File: config.mk
export PLATFORM = sky130hd
export DESIGN_NAME = number_to_ascii_formatter_top
export DESIGN_NICKNAME = d
export VERILOG_FILES = /design/src/design/n2a_pkg.sv /design/src/design/number_to_ascii_formatter_top.sv /design/src/design/n2a_bcd_stage.sv /design/src/design/n2a_fmt.sv /design/src/design/n2a_ser.sv
export VERILOG_INCLUDE_DIRS = /design/src /design/src/design
export SDC_FILE = /design/constraint.sdc
export NUM_CORES = 1
export LEC_CHECK = 0
export BUFFER_PORTS_ARGS = -buffer_cell sky130_fd_sc_hd__clkbuf_2
export CORE_MARGIN = 1
export CORE_UTILIZATION = 35
export DETAILED_ROUTE_END_ITERATION = 7
export PLACE_DENSITY_LB_ADDON = 0.12
export SLEW_MARGIN = 20
export SYNTH_ARGS = -nofsm -noshare
export SYNTH_HDL_FRONTEND = slang
export SYNTH_SLANG_ARGS = --single-unit
File: constraint.sdc
create_clock -name clk_i -period 5.8 [get_ports clk_i]
set_input_delay 0.87 -clock clk_i [delete_from_list [all_inputs] [get_ports clk_i]]
set_output_delay 0.87 -clock clk_i [all_outputs]
set_load 0.05 [all_outputs]
File: src/design/number_to_ascii_formatter_top_defines.svh
// Assertion macros used by the formatter's output serializer.
`ifndef NUMBER_TO_ASCII_FORMATTER_TOP_DEFINES_SVH
`define NUMBER_TO_ASCII_FORMATTER_TOP_DEFINES_SVH

// Same-cycle implication, sampled on clk_i, off during reset.
`define N2A_ASSERT_NOW(lbl, ante, cons, msg) \
  lbl: assert property (@(posedge clk_i) disable iff (!rst_ni) (ante) |-> (cons)) \
    else $error(msg);

// Next-cycle implication, sampled on clk_i, off during reset.
`define N2A_ASSERT_NEXT(lbl, ante, cons, msg) \
  lbl: assert property (@(posedge clk_i) disable iff (!rst_ni) (ante) |=> (cons)) \
    else $error(msg);

`endif

File: src/design/n2a_pkg.sv
// Types, constants and helper functions of the number to ASCII formatter.
package n2a_pkg;

  localparam int unsigned ValueWidth    = 16;
  localparam int unsigned DigitCount    = 5;
  localparam int unsigned BcdWidth      = 4 * DigitCount;
  localparam int unsigned StepsPerStage = 4;
  localparam int unsigned BcdStages     = ValueWidth / StepsPerStage;
  localparam int unsigned MaxChars      = 8;
  localparam int unsigned IdxWidth      = $clog2(MaxChars);

  localparam logic [7:0] CharZero   = 8'h30;
  localparam logic [7:0] CharOne    = 8'h31;
  localparam logic [7:0] CharLetter = 8'h41;
  localparam logic [7:0] HiNibMask  = 8'b1111_0000;
  localparam logic [7:0] LoNibMask  = 8'b0000_1111;

  localparam logic [IdxWidth-1:0] LastDecByte = IdxWidth'(2);
  localparam logic [IdxWidth-1:0] LastDecWord = IdxWidth'(4);
  localparam logic [IdxWidth-1:0] LastBinByte = IdxWidth'(7);
  localparam logic [IdxWidth-1:0] LastHexByte = IdxWidth'(1);

  typedef enum logic [1:0] {
    MODE_DEC_BYTE = 2'd0,
    MODE_DEC_WORD = 2'd1,
    MODE_BIN_BYTE = 2'd2,
    MODE_HEX_BYTE = 2'd3
  } mode_e;

  typedef struct packed {
    mode_e                 mode;
    logic [7:0]            low;
    logic [ValueWidth-1:0] shift;
    logic [BcdWidth-1:0]   bcd;
  } pipe_t;

  typedef struct packed {
    logic [MaxChars-1:0][7:0] chars;
    logic [IdxWidth-1:0]      last_idx;
  } fmt_t;

  function automatic logic [BcdWidth-1:0] bcd_adjust(logic [BcdWidth-1:0] b);
    logic [BcdWidth-1:0] r;
    r = b;
    for (int d = 0; d < DigitCount; d++) begin
      if (r[4*d +: 4] >= 4'd5) begin
        r[4*d +: 4] = r[4*d +: 4] + 4'd3;
      end
    end
    return r;
  endfunction

  function automatic logic [7:0] dec_char(logic [3:0] digit);
    return CharZero + {4'b0, digit};
  endfunction

  function automatic logic [7:0] hex_char(logic [3:0] nib);
    logic [7:0] c;
    if (nib < 4'd10) begin
      c = CharZero + {4'b0, nib};
    end else begin
      c = CharLetter + {4'b0, nib - 4'd10};
    end
    return c;
  endfunction

endpackage

File: src/design/number_to_ascii_formatter_top.sv
// Top level of the number to ASCII formatter.
//
// Input channel (valid_i/ready_o) takes a mode_i and value_i per beat; output
// channel (valid_o/ready_i) returns one ASCII character per beat, most
// significant first, with last_o on the final character of each value.
// Modes: decimal byte (3 chars), decimal word (5), binary byte (8), hex byte (2).
// Leading zeros are kept.
// Pipeline: four binary-to-BCD stages (four shift-add-3 steps each), one
// string build stage, then the serializer. The first character of a value is
// registered in each BCD stage, in the string build stage and in the serializer.
// Throughput: a value occupies the serializer for one output beat per character,
// one beat per cycle while ready_i is high; the stages in front buffer up to five values.
// When the receiver stalls, the current character holds and the stages fill
// up, then ready_o drops; nothing is lost or repeated.
// Reset (rst_ni low, asynchronous) empties every stage; ready_o is high
// right after reset.
module number_to_ascii_formatter_top
  import n2a_pkg::*;
(
  input  logic        clk_i,
  input  logic        rst_ni,
  input  logic        valid_i,
  output logic        ready_o,
  input  logic [1:0]  mode_i,
  input  logic [15:0] value_i,
  output logic        valid_o,
  input  logic        ready_i,
  output logic [7:0]  character_o,
  output logic        last_o
);

  pipe_t bcd_data  [BcdStages+1];
  logic  bcd_valid [BcdStages+1];
  logic  bcd_ready [BcdStages+1];

  logic fmt_valid, ser_ready;
  fmt_t fmt_data;

  always_comb begin
    bcd_data[0].mode  = mode_e'(mode_i);
    bcd_data[0].low   = value_i[7:0];
    bcd_data[0].shift = (mode_e'(mode_i) == MODE_DEC_WORD) ? value_i : {8'h00, value_i[7:0]};
    bcd_data[0].bcd   = '0;
  end
  assign bcd_valid[0] = valid_i;
  assign ready_o      = bcd_ready[0];

  for (genvar g = 0; g < BcdStages; g++) begin : g_bcd
    n2a_bcd_stage u_stage (
      .clk_i   (clk_i),
      .rst_ni  (rst_ni),
      .valid_i (bcd_valid[g]),
      .ready_o (bcd_ready[g]),
      .data_i  (bcd_data[g]),
      .valid_o (bcd_valid[g+1]),
      .ready_i (bcd_ready[g+1]),
      .data_o  (bcd_data[g+1])
    );
  end

  n2a_fmt u_fmt (
    .clk_i   (clk_i),
    .rst_ni  (rst_ni),
    .valid_i (bcd_valid[BcdStages]),
    .ready_o (bcd_ready[BcdStages]),
    .data_i  (bcd_data[BcdStages]),
    .valid_o (fmt_valid),
    .ready_i (ser_ready),
    .data_o  (fmt_data)
  );

  n2a_ser u_ser (
    .clk_i       (clk_i),
    .rst_ni      (rst_ni),
    .valid_i     (fmt_valid),
    .ready_o     (ser_ready),
    .data_i      (fmt_data),
    .valid_o     (valid_o),
    .ready_i     (ready_i),
    .character_o (character_o),
    .last_o      (last_o)
  );

endmodule

File: src/design/n2a_bcd_stage.sv
// One pipeline stage of the shift-add-3 binary to BCD conversion.
module n2a_bcd_stage
  import n2a_pkg::*;
(
  input  logic  clk_i,
  input  logic  rst_ni,
  input  logic  valid_i,
  output logic  ready_o,
  input  pipe_t data_i,
  output logic  valid_o,
  input  logic  ready_i,
  output pipe_t data_o
);

  logic  valid_q;
  pipe_t data_d, data_q;

  always_comb begin
    data_d = data_i;
    for (int s = 0; s < StepsPerStage; s++) begin
      data_d.bcd   = bcd_adjust(data_d.bcd);
      data_d.bcd   = {data_d.bcd[BcdWidth-2:0], data_d.shift[ValueWidth-1]};
      data_d.shift = {data_d.shift[ValueWidth-2:0], 1'b0};
    end
  end

  assign ready_o = !valid_q || ready_i;

  always_ff @(posedge clk_i or negedge rst_ni) begin
    if (!rst_ni) begin
      valid_q <= 1'b0;
    end else if (ready_o) begin
      valid_q <= valid_i;
    end
  end

  always_ff @(posedge clk_i) begin
    if (ready_o && valid_i) begin
      data_q <= data_d;
    end
  end

  assign valid_o = valid_q;
  assign data_o  = data_q;

endmodule

File: src/design/n2a_fmt.sv
// Pipeline stage that builds the character string of one value.
module n2a_fmt
  import n2a_pkg::*;
(
  input  logic  clk_i,
  input  logic  rst_ni,
  input  logic  valid_i,
  output logic  ready_o,
  input  pipe_t data_i,
  output logic  valid_o,
  input  logic  ready_i,
  output fmt_t  data_o
);

  logic valid_q;
  fmt_t data_d, data_q;

  always_comb begin
    data_d.chars = '{default: CharZero};
    unique case (data_i.mode)
      MODE_DEC_BYTE: begin
        for (int k = 0; k < 3; k++) begin
          data_d.chars[k] = dec_char(data_i.bcd[4*(2-k) +: 4]);
        end
        data_d.last_idx = LastDecByte;
      end
      MODE_DEC_WORD: begin
        for (int k = 0; k < DigitCount; k++) begin
          data_d.chars[k] = dec_char(data_i.bcd[4*(DigitCount-1-k) +: 4]);
        end
        data_d.last_idx = LastDecWord;
      end
      MODE_BIN_BYTE: begin
        for (int k = 0; k < 8; k++) begin
          data_d.chars[k] = data_i.low[7-k] ? CharOne : CharZero;
        end
        data_d.last_idx = LastBinByte;
      end
      MODE_HEX_BYTE: begin
        data_d.chars[0] = hex_char(4'((data_i.low & HiNibMask) >> 4));
        data_d.chars[1] = hex_char(4'(data_i.low & LoNibMask));
        data_d.last_idx = LastHexByte;
      end
      default: begin
        data_d.last_idx = LastHexByte;
      end
    endcase
  end

  assign ready_o = !valid_q || ready_i;

  always_ff @(posedge clk_i or negedge rst_ni) begin
    if (!rst_ni) begin
      valid_q <= 1'b0;
    end else if (ready_o) begin
      valid_q <= valid_i;
    end
  end

  always_ff @(posedge clk_i) begin
    if (ready_o && valid_i) begin
      data_q <= data_d;
    end
  end

  assign valid_o = valid_q;
  assign data_o  = data_q;

endmodule

File: src/design/n2a_ser.sv
// Output serializer: sends one character beat per cycle from a held string while ready_i is high.
`include "number_to_ascii_formatter_top_defines.svh"

module n2a_ser
  import n2a_pkg::*;
(
  input  logic       clk_i,
  input  logic       rst_ni,
  input  logic       valid_i,
  output logic       ready_o,
  input  fmt_t       data_i,
  output logic       valid_o,
  input  logic       ready_i,
  output logic [7:0] character_o,
  output logic       last_o
);

  logic                valid_q;
  logic [IdxWidth-1:0] idx_d, idx_q;
  fmt_t                data_q;
  logic                is_last;
  logic                out_fire;

  assign is_last  = (idx_q == data_q.last_idx);
  assign out_fire = valid_q && ready_i;
  assign ready_o  = !valid_q || (out_fire && is_last);

  always_comb begin
    idx_d = idx_q;
    if (ready_o) begin
      idx_d = '0;
    end else if (out_fire) begin
      idx_d = idx_q + IdxWidth'(1);
    end
  end

  always_ff @(posedge clk_i or negedge rst_ni) begin
    if (!rst_ni) begin
      valid_q <= 1'b0;
      idx_q   <= '0;
    end else begin
      idx_q <= idx_d;
      if (ready_o) begin
        valid_q <= valid_i;
      end
    end
  end

  always_ff @(posedge clk_i) begin
    if (ready_o && valid_i) begin
      data_q <= data_i;
    end
  end

  assign valid_o     = valid_q;
  assign character_o = data_q.chars[idx_q];
  assign last_o      = is_last;

  `N2A_ASSERT_NOW(a_idx_in_range, valid_q, idx_q <= data_q.last_idx, "char index past end")
  `N2A_ASSERT_NOW(a_len_legal, valid_q,
    data_q.last_idx == LastDecByte || data_q.last_idx == LastDecWord ||
    data_q.last_idx == LastBinByte || data_q.last_idx == LastHexByte, "bad string length")
  `N2A_ASSERT_NEXT(a_idx_step, out_fire && !is_last,
    valid_q && idx_q == $past(idx_q) + IdxWidth'(1), "char index did not advance")
  `N2A_ASSERT_NEXT(a_stall_hold, valid_q && !ready_i,
    valid_q && $stable(idx_q), "stalled beat changed")

endmodule

==> results of run 1 <==
==> placed cells by master, fill, tap and decap left out, types with 8 or more instances in the layout <==
| master | n |
|---|---|
| xnor2_1 | 28 |
| xor2_1 | 8 |
| and3_1 | 12 |
| nor3_1 | 21 |
| a31oi_1 | 13 |
| mux2i_1 | 21 |
| ha_1 | 47 |
| o21ai_0 | 58 |
| o22ai_1 | 21 |
| inv_1 | 52 |
| and2_1 | 21 |
| a211oi_1 | 13 |
| a22oi_1 | 14 |
| clkbuf_2 | 31 |
| nor2_1 | 78 |
| clkbuf_16 | 17 |
| nand2_1 | 91 |
| dfrtp_1 | 9 |
| o21ai_1 | 20 |
| nand3_1 | 18 |
| mux2_2 | 12 |
| o21a_1 | 9 |
| edfxtp_1 | 156 |
| a21oi_1 | 61 |
| nand2b_1 | 18 |
==> worst register-to-register path: cells and delay by family (launching register included) <==
kind            cells  cell delay [ns]
xor+xnor            2             0.57
flops               1             0.44
compound gates      6             1.10
fa+ha+maj           5             1.05
buf+inv             4             0.29
simple gates        2             0.22
==> area by class of cell <==
class | instances | area share [%]
multi-input combinational | 726 | 43.5
sequential | 165 | 43.3
tap | 384 | 4.24
clock buffer | 18 | 3.79
inverter | 57 | 1.89
timing repair buffer | 37 | 1.77
clock inverter | 14 | 1.49
==> logic make-up after synthesis <==
group                    Yosys count  synth area share [%]
AND/OR/NAND/NOR                  303                  14.5
flip-flops                       165                  48.1
buffers and inverters             96                  3.74
XOR/XNOR                          43                  4.31
multiplexers                      39                  4.39
adder cells (fa/ha/maj)           48                  5.87
AO/OA/AOI/OAI                    292                  19.1
other                              1                0.0367
==> registers in the layout (all words and copies together) (netlist names) <==
name,flops
u_ser.data_q,32
u_ser.valid_o,1
u_fmt.valid_o,1
g_bcd.u_stage.valid_o,4
u_ser.idx_q,3
g_bcd.u_stage.data_o,92
u_fmt.data_o,32
==> routing by layer <==
metal  vias up  GRT usage, %  part of all wire [%]
li1       3697             -                     -
met1      3370          16.7                    47
met2        80          23.4                    50
met3        18          2.55                   2.2
met4         0          4.02                   1.0
met5         -             0                     0
==> power by group <==
part / internal [mW] / switching, mW / total [mW]
clock network: 0.616 / 0.532 / 1.15
registers: 1.73 / 0.201 / 1.93
logic: 1.35 / 1.94 / 3.28
total: 3.70 / 2.67 / 6.37
==> stage by stage <==
| stage | worst slack (ns) | power, mW | instance area (sq um) | hold WS (ns) |
|---|---|---|---|---|
| finish | 1.86 | 6.37 | 11300 | 0.290 |
| global route | 1.48 | 6.93 | 11300 | 0.284 |
| CTS | 1.83 | 6.44 | 11300 | 0.279 |
| detailed placement | 1.82 | 5.26 | 10700 | 0.405 |
| global placement | 1.91 | 5.24 | 10700 | 0.402 |
| floorplan | 1.42 | 4.66 | 10200 | 0.400 |
==> Yosys cell counts (all sizes together) (12+ instances only) <==
library cell	n	area (sq um)
a21oi	69	379
mux2	14	165
and2	22	138
and3	12	75.1
clkbuf	31	118
nand2	91	342
inv	57	214
edfxtp	156	4680
nor2	78	293
nand3	18	90.1
a211oi	15	123
nor3	21	105
ha	47	588
a31oi	13	81.3
nand2b	19	126
a22oi	14	105
o21ai	82	425
mux2i	23	238
o22ai	21	131
xnor2	34	354
==> path summary, 6_finish.rpt <==
path	start	end	slack, ns	cells past startpoint
min reg2reg	u_fmt.data_o[4]$_DFFE_PP_	u_ser.data_q[4]$_DFFE_PP_	0.41	0
min in group clk_i	u_fmt.data_o[4]$_DFFE_PP_	u_ser.data_q[4]$_DFFE_PP_	0.41	0
min	rst_ni	u_fmt.valid_o$_DFFE_PN0P_	0.29	1
max in group asynchronous	rst_ni	g_bcd[3].u_stage.valid_o$_DFFE_PN0P_	5.31	1
max	g_bcd[2].u_stage.data_o[12]$_DFFE_PP_	g_bcd[3].u_stage.data_o[18]$_DFFE_PP_	1.86	19
max reg2reg	g_bcd[2].u_stage.data_o[12]$_DFFE_PP_	g_bcd[3].u_stage.data_o[18]$_DFFE_PP_	1.86	19
==> metrics.md, run 1 <==
| Metric | Value |
|---|---|
| Nets@finish | `1073` |
| Gate Count Post-Synth | `987` |
| DR vias | `7165` |
| Area growth from synthesis to layout | `11.0%` |
| Worst EP required | `5.96 ns` |
| Rows | `62` |
| Tightest Pin Transition | `0.963 ns` |
| DP Wirelength | `13900 um` |
| Arrival @ worst endpoint | `4.10 ns` |
| # IOs | `33` |
| Inserted Diodes | `0` |
| Critical Path Max Stage Delay | `0.44 ns` |
| Final period utilization | `67.9%` |
| Die Y | `173 um` |
| Fill cells | `2848` |
| Clk sinks | `165` |
| Synth unique cells | `82` |
| Pin count of the biggest net entering global routing | `33` |
| Hold-fix buffers, CTS | `0` |
| Crit path capture type | `flop` |
| Buf/Inv on CP | `4` |
| Die ar. | `29900 sq um` |
| Endpoints failing setup | `0` |
| Max-Cap Viols | `0` |
| Ratio of cells with drive above 1 in the final layout | `12.8%` |
| Post-synth EDFFs | `156` |
| Register area | `4910 sq um` |
| VDD IR max | `0.188 mV` |
| Asr flop ratio synth | `5.45%` |
| Top FF cell, synth | `edfxtp_1` |
| CP Max Fanout | `6` |
| Die width | `173 um` |
| Placer Congestion | `0.822` |
| TritonCTS clock tree | `yes` |
| Post-CTS resize count | `0` |
| Global-route wire length before repair | `32900 um` |
| Vias in the first global route | `6878` |
| H-tree levels | `4` |
| Slowest stage cell on the critical path | `edfxtp_1` |
| Core Region | `28700 sq um` |
| Pleak | `4.21 nW` |
| Hold Vio Cnt, Final | `0` |
| Power per cell area | `562 nW/um^2` |
| Final worst path period need | `3.94 ns` |
| Synth Area per Inst | `10.3 sq um` |
| Crit path kind | `reg2reg` |
| Cell Count, Final, Fillers Out | `1401` |
| Longest Clk Path Bufs | `2` |
| Post-layout util | `39.5%` |
| Status | `finished clean` |
| Clock transition at path regs | `0.07 ns` |
| Drt wl/cell | `13.7 um` |
| Max-slew violations | `0` |
| Routed WL | `19200 um` |
| Worst Clk Skew | `0.00961 ns` |
| Overflow left after global routing | `0` |
| Initial antenna violation count | `0` |
| Post-CTS Setup Repair Bufs | `0` |
| CTS Root Cell | `clkbuf_16` |
| Flops & latches, synth | `165` |
| Vias per inst | `5.11` |
| Relative slew slack | `35.5%` |
| CTS Buf Count | `17` |
| DR DRC count | `0` |
| Ys Warns | `0` |
| Area of the multi-input gates | `4920 sq um` |
| Crit path top cell by count | `ha_1` |
| Setup_tns | `0 ns` |
| ANT nets after route | `0` |
| Syn Nets | `1056` |
| Unrepaired setup endpoints after global routing | `false` |
| Total GRT Usage | `13.4%` |
| Placed Cells | `1369` |
| HP Class | `in2async` |
| Pre-antenna DRT Iters | `4` |
| Initial cell density of the core | `35.6%` |
| CP top delay family | `compound AO/OA/AOI/OAI gates` |
| Post-Syn Area | `10200 sq um` |
| CP Launch Type | `flop` |
| Max Freq | `0.254 GHz` |
| Clk Latency, worst-skew pair | `0.43 ns` |
| First DRT Iteration DRCs | `319` |
| Sequential-to-total area share from yosys stat | `48.1%` |
| Port Buf Inserts | `31` |
| Critical path cell sequence | `inv_1, ha_1, inv_1, ha_1, a21o_1, xnor2_1, ha_1, a211oi_1, o31a_1, a2bb2oi_1, nand2_1, xnor2_1, inv_1, ha_1, inv_1, ha_1, a21oi_1, nor2_1, a21oi_1` |
No activity file was read; power rests on OpenSTA's default activity.
==> run 2: changes to the inputs <==
--- a/config.mk
+++ b/config.mk
@@ -6,6 +6,7 @@
 export SDC_FILE = /design/constraint.sdc
 export NUM_CORES = 1
 export LEC_CHECK = 0
+export ABC_AREA = 1
 export BUFFER_PORTS_ARGS = -buffer_cell sky130_fd_sc_hd__clkbuf_2
 export CORE_MARGIN = 1
 export CORE_UTILIZATION = 35
==> constraint.sdc (replaced) <==
create_clock -name clk_i -period 3.9 [get_ports clk_i]
set_input_delay 0.585 -clock clk_i [delete_from_list [all_inputs] [get_ports clk_i]]
set_output_delay 0.585 -clock clk_i [all_outputs]
set_load 0.05 [all_outputs]
==> metrics.md, run 2 <==
| Metric | Value |
|---|---|
| Max-slew violations | `0 (unchanged)` |
| Initial cell density of the core | `35.9% (was 35.6%)` |
| Syn Nets | `1145 (was 1056)` |
| Drt wl/cell | `11.1 um (was 13.7 um)` |
| Longest Clk Path Bufs | `2 (unchanged)` |
| Endpoints failing setup | `0 (unchanged)` |
| Clk Latency, worst-skew pair | `0.43 ns (about the same)` |
| Post-Syn Area | `9740 sq um (was 10200 sq um)` |
| Synth area leader | `edfxtp_1 (unchanged)` |
| Synth Area per Inst | `9.05 sq um (was 10.3 sq um)` |
| Tightest Pin Transition | `0.567 ns (was 0.963 ns)` |
| Reg2reg start | `g_bcd[2].u_stage.data_o[12]$_DFFE_PP_ (unchanged)` |
| Final worst path period need | `3.51 ns (was 3.94 ns)` |
| HP Class | `in2reg (was in2async)` |
| Gate Count Post-Synth | `1076 (was 987)` |
| WHS Path Cells | `1` |
| Pre-antenna DRT Iters | `4 (unchanged)` |
| Top FF cell, synth | `edfxtp_1 (unchanged)` |
| CP Max Fanout | `7 (was 6)` |
| First DRT Iteration DRCs | `336 (was 319)` |
| Rows | `60 (was 62)` |
| Clock transition at path regs | `0.08 ns (was 0.07 ns)` |
| Port Buf Inserts | `31 (unchanged)` |
| Cell Count, Final, Fillers Out | `1510 (was 1401)` |
| Asr flop ratio synth | `5.45% (unchanged)` |
| Critical Path Max Stage Delay | `0.44 ns (about the same)` |
| CTS Root Cell | `clkbuf_16 (unchanged)` |
| Hold WS | `0.321 ns (was 0.290 ns)` |
| Pin count of the biggest net entering global routing | `33 (unchanged)` |
| Status | `finished clean (unchanged)` |
| Critical path cell sequence | `inv_1, ha_1, inv_1, ha_1, inv_1, nand2_4, xor2_1, ha_1, inv_1, nand2_1, nand3_2, o21ai_2, o21bai_1, xor2_2, ha_1, inv_1, ha_1, a21oi_1, inv_1, nand2_1, o21ai_0 (was inv_1, ha_1, inv_1, ha_1, a21o_1, xnor2_1, ha_1, a211oi_1, o31a_1, a2bb2oi_1, nand2_1, xnor2_1, inv_1, ha_1, inv_1, ha_1, a21oi_1, nor2_1, a21oi_1)` |
| Arrival @ worst endpoint | `3.69 ns (was 4.10 ns)` |
| DR DRC count | `0 (unchanged)` |
| Final worst slack | `0.394 ns (was 1.86 ns)` |
| Placed Cells | `1476 (was 1369)` |
| Initial antenna violation count | `0 (unchanged)` |
| Inserted Diodes | `0 (unchanged)` |
| CP Launch Type | `flop (unchanged)` |
| Setup_tns | `0 ns (unchanged)` |
| Area share of the largest cell type after synthesis | `48.1% (was 45.9%)` |
| Reg-to-Reg End | `g_bcd[3].u_stage.data_o[19]$_DFFE_PP_ (was g_bcd[3].u_stage.data_o[18]$_DFFE_PP_)` |
| Critical path launch point | `g_bcd[2].u_stage.data_o[12]$_DFFE_PP_ (unchanged)` |
| Most common cell after layout, fill and taps aside | `nand2_1 (was edfxtp_1)` |
| Ys Warns | `0 (unchanged)` |
| Global-route wire length before repair | `28800 um (was 32900 um)` |
| Total GRT Usage | `12.6% (was 13.4%)` |
| TritonCTS clock tree | `yes (unchanged)` |
| DP Wirelength | `13200 um (was 13900 um)` |
| Count leader, synth | `nand2_1 (was edfxtp_1)` |
| Crit path top cell by count | `inv_1 (was ha_1)` |
| Worst Clk Skew | `0.0136 ns (was 0.00961 ns)` |
| Max Freq | `0.285 GHz (was 0.254 GHz)` |
| CP endpoint | `g_bcd[3].u_stage.data_o[19]$_DFFE_PP_ (was g_bcd[3].u_stage.data_o[18]$_DFFE_PP_)` |
| Vias in the first global route | `6430 (was 6878)` |
| Die width | `169 um (was 173 um)` |
| Slowest stage cell on the critical path | `edfxtp_1 (unchanged)` |
| Hold Vio Cnt, Final | `0 (unchanged)` |
| Overflow left after global routing | `0 (unchanged)` |
| DR vias | `6685 (was 7165)` |
| Pre-CTS setup slack | `0.388 ns (was 1.82 ns)` |
| Reg2reg path depth | `21 (was 19)` |
| Unrepaired setup endpoints after global routing | `false (unchanged)` |
| Die ar. | `28500 sq um (was 29900 sq um)` |
| Clk sinks | `165 (unchanged)` |
| Vias per inst | `4.43 (was 5.11)` |
| Worst EP required | `4.08 ns (was 5.96 ns)` |
| Ratio of cells with drive above 1 in the final layout | `15.7% (was 12.8%)` |
| Final period utilization | `89.9% (was 67.9%)` |
| Max-Cap Viols | `0 (unchanged)` |
| Setup slack, reg-to-reg | `0.39 ns (was 1.86 ns)` |
| Routed WL | `16800 um (was 19200 um)` |
| Post-synth top cells | `nand2_1, inv_1, edfxtp_1 (was edfxtp_1, nand2_1, nor2_1)` |
| Synth unique cells | `49 (was 82)` |
| Relative slew slack | `62.2% (was 35.5%)` |
| Flops & latches, synth | `165 (unchanged)` |
| Crit path kind | `reg2reg (unchanged)` |
| Core Region | `27100 sq um (was 28700 sq um)` |
| Nets@finish | `1194 (was 1073)` |
| Commonest cells after routing, fill and taps aside | `nand2_1, inv_1, edfxtp_1 (was edfxtp_1, nand2_1, nor2_1)` |
| CTS Buf Count | `17 (unchanged)` |
| Area growth from synthesis to layout | `13.2% (was 11.0%)` |
| # IOs | `33 (unchanged)` |
| Max FFs per register | `92 (unchanged)` |
| Die Y | `169 um (was 173 um)` |
| Placer Congestion | `0.842 (was 0.822)` |
| Top post-synthesis cells by area | `edfxtp_1, nand2_1, inv_1 (was edfxtp_1, ha_1, nand2_1)` |
| Post-synth EDFFs | `156 (unchanged)` |
| ANT nets after route | `0 (unchanged)` |
| Sequential-to-total area share from yosys stat | `50.4% (was 48.1%)` |
| Crit path capture type | `flop (unchanged)` |
| H-tree levels | `4 (unchanged)` |
run 2: cells by family (layout without fill, tap and decap cells):
| logic type | count (synthesis) | after routing | share of synthesized area (%) |
|---|---|---|---|
| AO/OA/AOI/OAI | 120 | 120 | 7.49 |
| XOR/XNOR | 28 | 28 | 3.02 |
| adder cells (fa/ha/maj) | 47 | 47 | 6.04 |
| buffers and inverters | 207 | 269 | 8.05 |
| flip-flops | 165 | 165 | 50.4 |
| multiplexers | 1 | 1 | 0.103 |
| other | 1 | 1 | 0.0385 |
| AND/OR/NAND/NOR | 507 | 507 | 24.9 |
run 2: how the worst min path moves through the flow:
stage / end / start / slack, ns
after floorplan: g_bcd[0].u_stage.valid_o$_DFFE_PN0N_ / rst_ni / 0.29
after global placement: g_bcd[2].u_stage.data_o[45]$_DFFE_PP_ / g_bcd[1].u_stage.data_o[45]$_DFFE_PP_ / 0.40
after detailed placement: g_bcd[1].u_stage.data_o[37]$_DFFE_PP_ / g_bcd[0].u_stage.data_o[37]$_DFFE_PP_ / 0.40
after CTS: g_bcd[0].u_stage.data_o[41]$_DFFE_PP_ / value_i[5] / 0.30
after global routing: g_bcd[0].u_stage.data_o[41]$_DFFE_PP_ / value_i[5] / 0.30
final: g_bcd[0].u_stage.data_o[41]$_DFFE_PP_ / value_i[5] / 0.32
run 2: cell type report:
cell class | instances | area, sq um
Inverter | 197 | 739
Multi-Input combinational cell | 704 | 4060
Fill cell | 2716 | 16100
Clock buffer | 17 | 425
Tap cell | 372 | 465
Sequential cell | 165 | 4910
Clock inverter | 15 | 199
Timing Repair Buffer | 40 | 225
run 2: timing repair:
action                     in CTS  in global routing
gates resized for setup         0                  1
setup endpoints to repair       0                  3
hold buffers                    1                  0
setup buffers                   0                  1
hold endpoints to repair        6                  0
run 2: critical path, delay by kind of cell, from the launching register on:
| kind | cells | cell delay, ns |
|---|---|---|
| adder cells (fa/ha/maj) | 5 | 0.89 |
| AO/OA/AOI/OAI | 4 | 0.64 |
| AND/OR/NAND/NOR | 4 | 0.46 |
| flip-flops | 1 | 0.44 |
| buffers and inverters | 6 | 0.42 |
| XOR/XNOR | 2 | 0.41 |
run 2: through the flow:
stage | instance area (sq um) | utilization [%]
floorplan | 9740 | -
global placement | 10400 | 38.3
detailed placement | 10400 | 38.3
CTS | 11000 | 40.6
global route | 11000 | 40.7
finish | 11000 | 40.7
run 2: layer usage:
metal  track usage [%]  wire [um]
met3              2.50        374
met5                 0          0
met1              14.2       7600
met2              23.4       8510
met4              4.23        286
Power of run 2 is not shown: default switching activity piles up to over one toggle a cycle in this logic, so the estimate is an artifact.
